`config.mk`:
```
export PLATFORM = sky130hd
export DESIGN_NAME = e2q_cordic
export DESIGN_NICKNAME = d
export VERILOG_FILES = /design/src/design/e2q_pkg.sv /design/src/design/e2q_cordic.sv
export SDC_FILE = /design/constraint.sdc
export NUM_CORES = 2
export LEC_CHECK = 0
export ABC_CLOCK_PERIOD_IN_PS = 4300
export BUFFER_PORTS_ARGS = -buffer_cell sky130_fd_sc_hd__buf_2
export CAP_MARGIN = 30
export CORE_MARGIN = 1.5
export CORE_UTILIZATION = 60
export CTS_BUF_LIST = sky130_fd_sc_hd__clkbuf_4
export DETAILED_ROUTE_END_ITERATION = 8
export PLACE_DENSITY = 0.79
export SYNTH_ARGS = -nofsm -noshare
export SYNTH_HDL_FRONTEND = slang
export SYNTH_SLANG_ARGS = --single-unit
```
`constraint.sdc`:
```
create_clock -name clock -period 4.3 [get_ports clock]
set_clock_uncertainty 0.1 [all_clocks]
set_input_delay 0.645 -clock clock [delete_from_list [all_inputs] [get_ports clock]]
set_output_delay 0.645 -clock clock [all_outputs]
set_load 0.005 [all_outputs]
```
`src/design/e2q_pkg.sv`:
```
// e2q_pkg: shared constants and types for the euler to quaternion pipeline
// depends on nothing
package e2q_pkg;

   localparam int ANGLE_BITS_DEF = 16;
   localparam int QUAT_BITS_DEF  = 16;
   localparam int WORK_FRAC      = 24;
   localparam int CORDIC_STEPS   = 20;
   localparam int TRIG_W         = 28;   // q.24 sine / cosine with headroom
   localparam int COMP_W         = 28;   // q.24 component
   localparam int N2_W           = 52;   // q.48 sum of squares
   localparam int NORM_W         = 26;

   localparam logic signed [TRIG_W-1:0] GAIN_INIT = 28'sd10188014;
   localparam logic signed [TRIG_W-1:0] HALF_PI_W = 28'sd26353589;
   localparam logic signed [TRIG_W-1:0] PI_W      = 28'sd52707179;

   function automatic logic signed [TRIG_W-1:0] atan_val(input int i);
      logic signed [TRIG_W-1:0] a;
      begin
         case (i)
            0: a = 28'sd13176795;
            1: a = 28'sd7778716;
            2: a = 28'sd4110060;
            3: a = 28'sd2086331;
            4: a = 28'sd1047214;
            5: a = 28'sd524117;
            6: a = 28'sd262123;
            7: a = 28'sd131069;
            default: a = TRIG_W'(28'sd1 <<< (WORK_FRAC - i));
         endcase
         return a;
      end
   endfunction

   typedef struct packed {
      logic signed [TRIG_W-1:0] x;
      logic signed [TRIG_W-1:0] y;
      logic signed [TRIG_W-1:0] z;
      logic                     flip;
   } cordic_type;

endpackage

```
`src/design/e2q_cordic.sv`:
```
// e2q_cordic: pipelined half-angle sine / cosine, one cordic step per stage
// depends on e2q_pkg
module e2q_cordic #(
   parameter int ANGLE_BITS = e2q_pkg::ANGLE_BITS_DEF
) (
   input  logic                                    clock,
   input  logic signed [ANGLE_BITS-1:0]            angle,
   output logic signed [e2q_pkg::TRIG_W-1:0]       sin_out,
   output logic signed [e2q_pkg::TRIG_W-1:0]       cos_out
);
   localparam int TW = e2q_pkg::TRIG_W;
   localparam int NS = e2q_pkg::CORDIC_STEPS;
   localparam int HF = ANGLE_BITS - 2;

   e2q_pkg::cordic_type stage_ff [NS+1];
   e2q_pkg::cordic_type stage_in [NS+1];
   logic signed [TW-1:0] th;

   always_comb begin
      if (HF <= e2q_pkg::WORK_FRAC)
         th = TW'(angle) <<< (HF <= e2q_pkg::WORK_FRAC ? e2q_pkg::WORK_FRAC - HF : 0);
      else
         th = TW'(angle >>> (HF > e2q_pkg::WORK_FRAC ? HF - e2q_pkg::WORK_FRAC : 0));
      stage_in[0].x    = e2q_pkg::GAIN_INIT;
      stage_in[0].y    = '0;
      stage_in[0].flip = 1'b0;
      stage_in[0].z    = th;
      if (th > e2q_pkg::HALF_PI_W) begin
         stage_in[0].z = th - e2q_pkg::PI_W;
         stage_in[0].flip = 1'b1;
      end else if (th < -e2q_pkg::HALF_PI_W) begin
         stage_in[0].z = th + e2q_pkg::PI_W;
         stage_in[0].flip = 1'b1;
      end
   end

   for (genvar i = 0; i < NS; i++) begin : g_step
      always_comb begin
         stage_in[i+1].flip = stage_ff[i].flip;
         if (!stage_ff[i].z[TW-1]) begin
            stage_in[i+1].x = stage_ff[i].x - (stage_ff[i].y >>> i);
            stage_in[i+1].y = stage_ff[i].y + (stage_ff[i].x >>> i);
            stage_in[i+1].z = stage_ff[i].z - e2q_pkg::atan_val(i);
         end else begin
            stage_in[i+1].x = stage_ff[i].x + (stage_ff[i].y >>> i);
            stage_in[i+1].y = stage_ff[i].y - (stage_ff[i].x >>> i);
            stage_in[i+1].z = stage_ff[i].z + e2q_pkg::atan_val(i);
         end
      end
   end

   always_ff @(posedge clock) begin
      for (int k = 0; k <= NS; k++) stage_ff[k] <= stage_in[k];
   end

   assign cos_out = stage_ff[NS].flip ? -stage_ff[NS].x : stage_ff[NS].x;
   assign sin_out = stage_ff[NS].flip ? -stage_ff[NS].y : stage_ff[NS].y;
endmodule

```
==> run metrics <==
initial core utilization 0.606; worst-margin pin slew 0.967 ns; synth unique cells 81; Vert. Die Dim 428 um; largest cells by area after synthesis sky130_fd_sc_hd__dfxtp_1 (28%), sky130_fd_sc_hd__ha_1 (17%), sky130_fd_sc_hd__xnor2_1 (9.3%), sky130_fd_sc_hd__a21oi_1 (6.0%), sky130_fd_sc_hd__xor2_1 (4.7%); standard-cell row count 155; synthesized area per cell 8.60 um^2; Synth Instances 12600; drt via density 5.95; Achievable Freq 189 MHz; length of the first detailed-routing pass in iterations 7; biggest regs stage_ff (1523); DP HPWL 229000 um; data required time at the worst endpoint 3.56 ns; DRC violation total after the first TritonRoute iteration 6928; DIE AREA 0.183 mm^2; Post-Syn Nets 14100; violations in the final reports setup timing; synth warn 0; standard cell core area 0.179 mm^2; headroom to the max-slew limit 0.352; area growth from synthesis to final layout 12.5%; cell type with the highest aggregate area in the netlist sky130_fd_sc_hd__dfxtp_1; sequential fraction of the synthesis area 0.282; endpoint kind of the worst setup timing path output pin; end of the worst register-to-register path stage_ff[4][82]; most frequent cell after synthesis sky130_fd_sc_hd__dfxtp_1; Overflow after GRT 0; post-place setup slack -0.223 ns; PnR worst setup slack -0.991 ns; count of final setup violators 32; Root Buffer Master sky130_fd_sc_hd__clkbuf_4; top_reg_cell synth sky130_fd_sc_hd__dfxtp_1; number of synthesized flops with an enable pin 0; vias in the first global route 92300; startpoint-to-endpoint class of the critical path flop to output pin; final-report hold violation count 0; startpoint type of the worst setup path flop; worst setup path end sin_out[23]; Post-layout nets 15000; Routed Wire Length 290000 um; max-slew violations 0; number of clock buffers inserted by TritonCTS 413; number of I/O pins 73; Max Cap Violations 0; clock latency reported for the late side of the worst-skew pair 1.41 ns; buffers from clock root to sink, at most 4; layout filler cell count 14400; number of antenna violations at the first check in global routing 11; Post-route DRC 0; Util after Layout 0.682; number of cell instances on the worst register-to-register path 18; outcome finished, violations left; number of levels the H-tree was split into 5; area share of the leading cell type in the synthesized netlist 0.282; Period minus WS final 5.29 ns; Syn Std Cell Area 0.108 mm^2; Seq cells post-synth 1523; horizontal die dimension 428 um; synth cell count leaders sky130_fd_sc_hd__dfxtp_1 (1523), sky130_fd_sc_hd__ha_1 (1473), sky130_fd_sc_hd__a21oi_1 (1296); Routed Antenna Nets 0; flop2flop setup slack 0.05 ns; final cycle utilization of the critical path 1.23; top register by number of flip-flops stage_ff; mean routed wirelength per cell 18.1 um; Synth async-reset ratio 0; TritonCTS clock tree done; Port-buffer cells 72; flip-flop count of the largest register, all copies and words added 1523; wire length of the first global-routing pass 464000 um; clock transition at the registers of the reported paths 0.07 ns; setup repair after global routing missed its margin yes; clock tree sinks 1523; launching instance or port of the critical path stage_ff[20][35]; fraction of layout instances using a drive strength above 1 0.120; critical path arrival 4.55 ns; largest net degree at the start of global routing 45; path type of the worst min-delay path flop to flop; routed via count 95500; Max FO, Critical Path 4; reg-to-reg critical path startpoint stage_ff[3][34]; weighted congestion at the end of routability-driven global placement 0.970; total track usage 0.303
-- cell type report --
cell class                      instances  area (um^2)  share of cell area
Antenna cell                            3         7.51           0.0000616
Tap cell                             2355         2950              0.0242
Inverter                              607         2290              0.0188
Multi-Input combinational cell      10300        76600               0.628
Sequential cell                      1523        30500               0.250
Timing Repair Buffer                  615         4650              0.0382
Clock buffer                          554         4160              0.0341
Clock inverter                        132          752             0.00617
-- cells in the final DEF, fill, tap and decap left out, drive strengths merged, types with 554 or more instances in the layout --
| master | instances |
|---|---|
| dfxtp | 1523 |
| ha | 1473 |
| a21oi | 1296 |
| xnor2 | 1146 |
| nor2 | 1140 |
| o21ai | 641 |
| inv | 608 |
| xor2 | 578 |
| buf | 569 |
| clkbuf | 554 |
-- metrics by stage --
step | TNS (ns) | instances | instance area [um^2] | hold slack [ns]
final | -14.03 | 16100 | 122000 | 0.205
after global placement | -1.89 | 15300 | 114000 | 0.210
after detailed placement | -1.39 | 15300 | 114000 | 0.212
after global routing | -20.31 | 16100 | 122000 | 0.122
after floorplan | 0 | 12600 | 108000 | 0.210
after CTS | -18.16 | 16000 | 120000 | 0.0316
-- critical path, stage by stage (launching register included) --
cell and delay [ns]:
sky130_fd_sc_hd__dfxtp_2 0.32, sky130_fd_sc_hd__or4_4 0.53, sky130_fd_sc_hd__or3_1 0.33, sky130_fd_sc_hd__or2_1 0.26, sky130_fd_sc_hd__or3_4 0.39, sky130_fd_sc_hd__or3_4 0.34, sky130_fd_sc_hd__or4_4 0.49, sky130_fd_sc_hd__o41ai_4 0.24
sky130_fd_sc_hd__xnor2_1 0.15, sky130_fd_sc_hd__buf_2 0.14
-- layer usage --
layer  vias up  track usage  wire, um
li1      47100            -         -
met1     44800        0.399    130000
met2      2949        0.493    130000
met3       592       0.0550     19800
met4         8        0.113      9720
met5         -            0        95
-- cell families after synthesis --
family	Yosys count	share of synthesized area
AOI/OAI and AO/OA	3703	0.217
xor gates and xnor gates	1724	0.139
adders and majority gates	1528	0.180
buffers and inverters	796	0.0277
DFF	1523	0.282
muxes	127	0.0125
and+or+nand+nor	3193	0.142
-- worst min path at each step --
stage | from | end | slack, ns | cells after the start
floorplan | stage_ff[9][0] | stage_ff[10][0] | 0.21 | 0
global placement | stage_ff[12][8] | stage_ff[13][8] | 0.21 | 0
detailed placement | stage_ff[5][0] | stage_ff[6][0] | 0.21 | 0
CTS | angle[5] | stage_ff[0][16] | 0.03 | 5
global route | angle[14] | stage_ff[0][27] | 0.12 | 4
finish | stage_ff[8][12] | stage_ff[9][12] | 0.21 | 0
-- repair_timing --
item	in CTS	in global routing
hold endpoints to repair	21	0
setup buffers	15	32
pin swaps	27	87
endpoints found under the setup margin	58	212
hold buffers	46	0
resized for setup	93	323
Power is not shown: default switching activity piles up to over one toggle a cycle in this logic, so the estimate is an artifact.
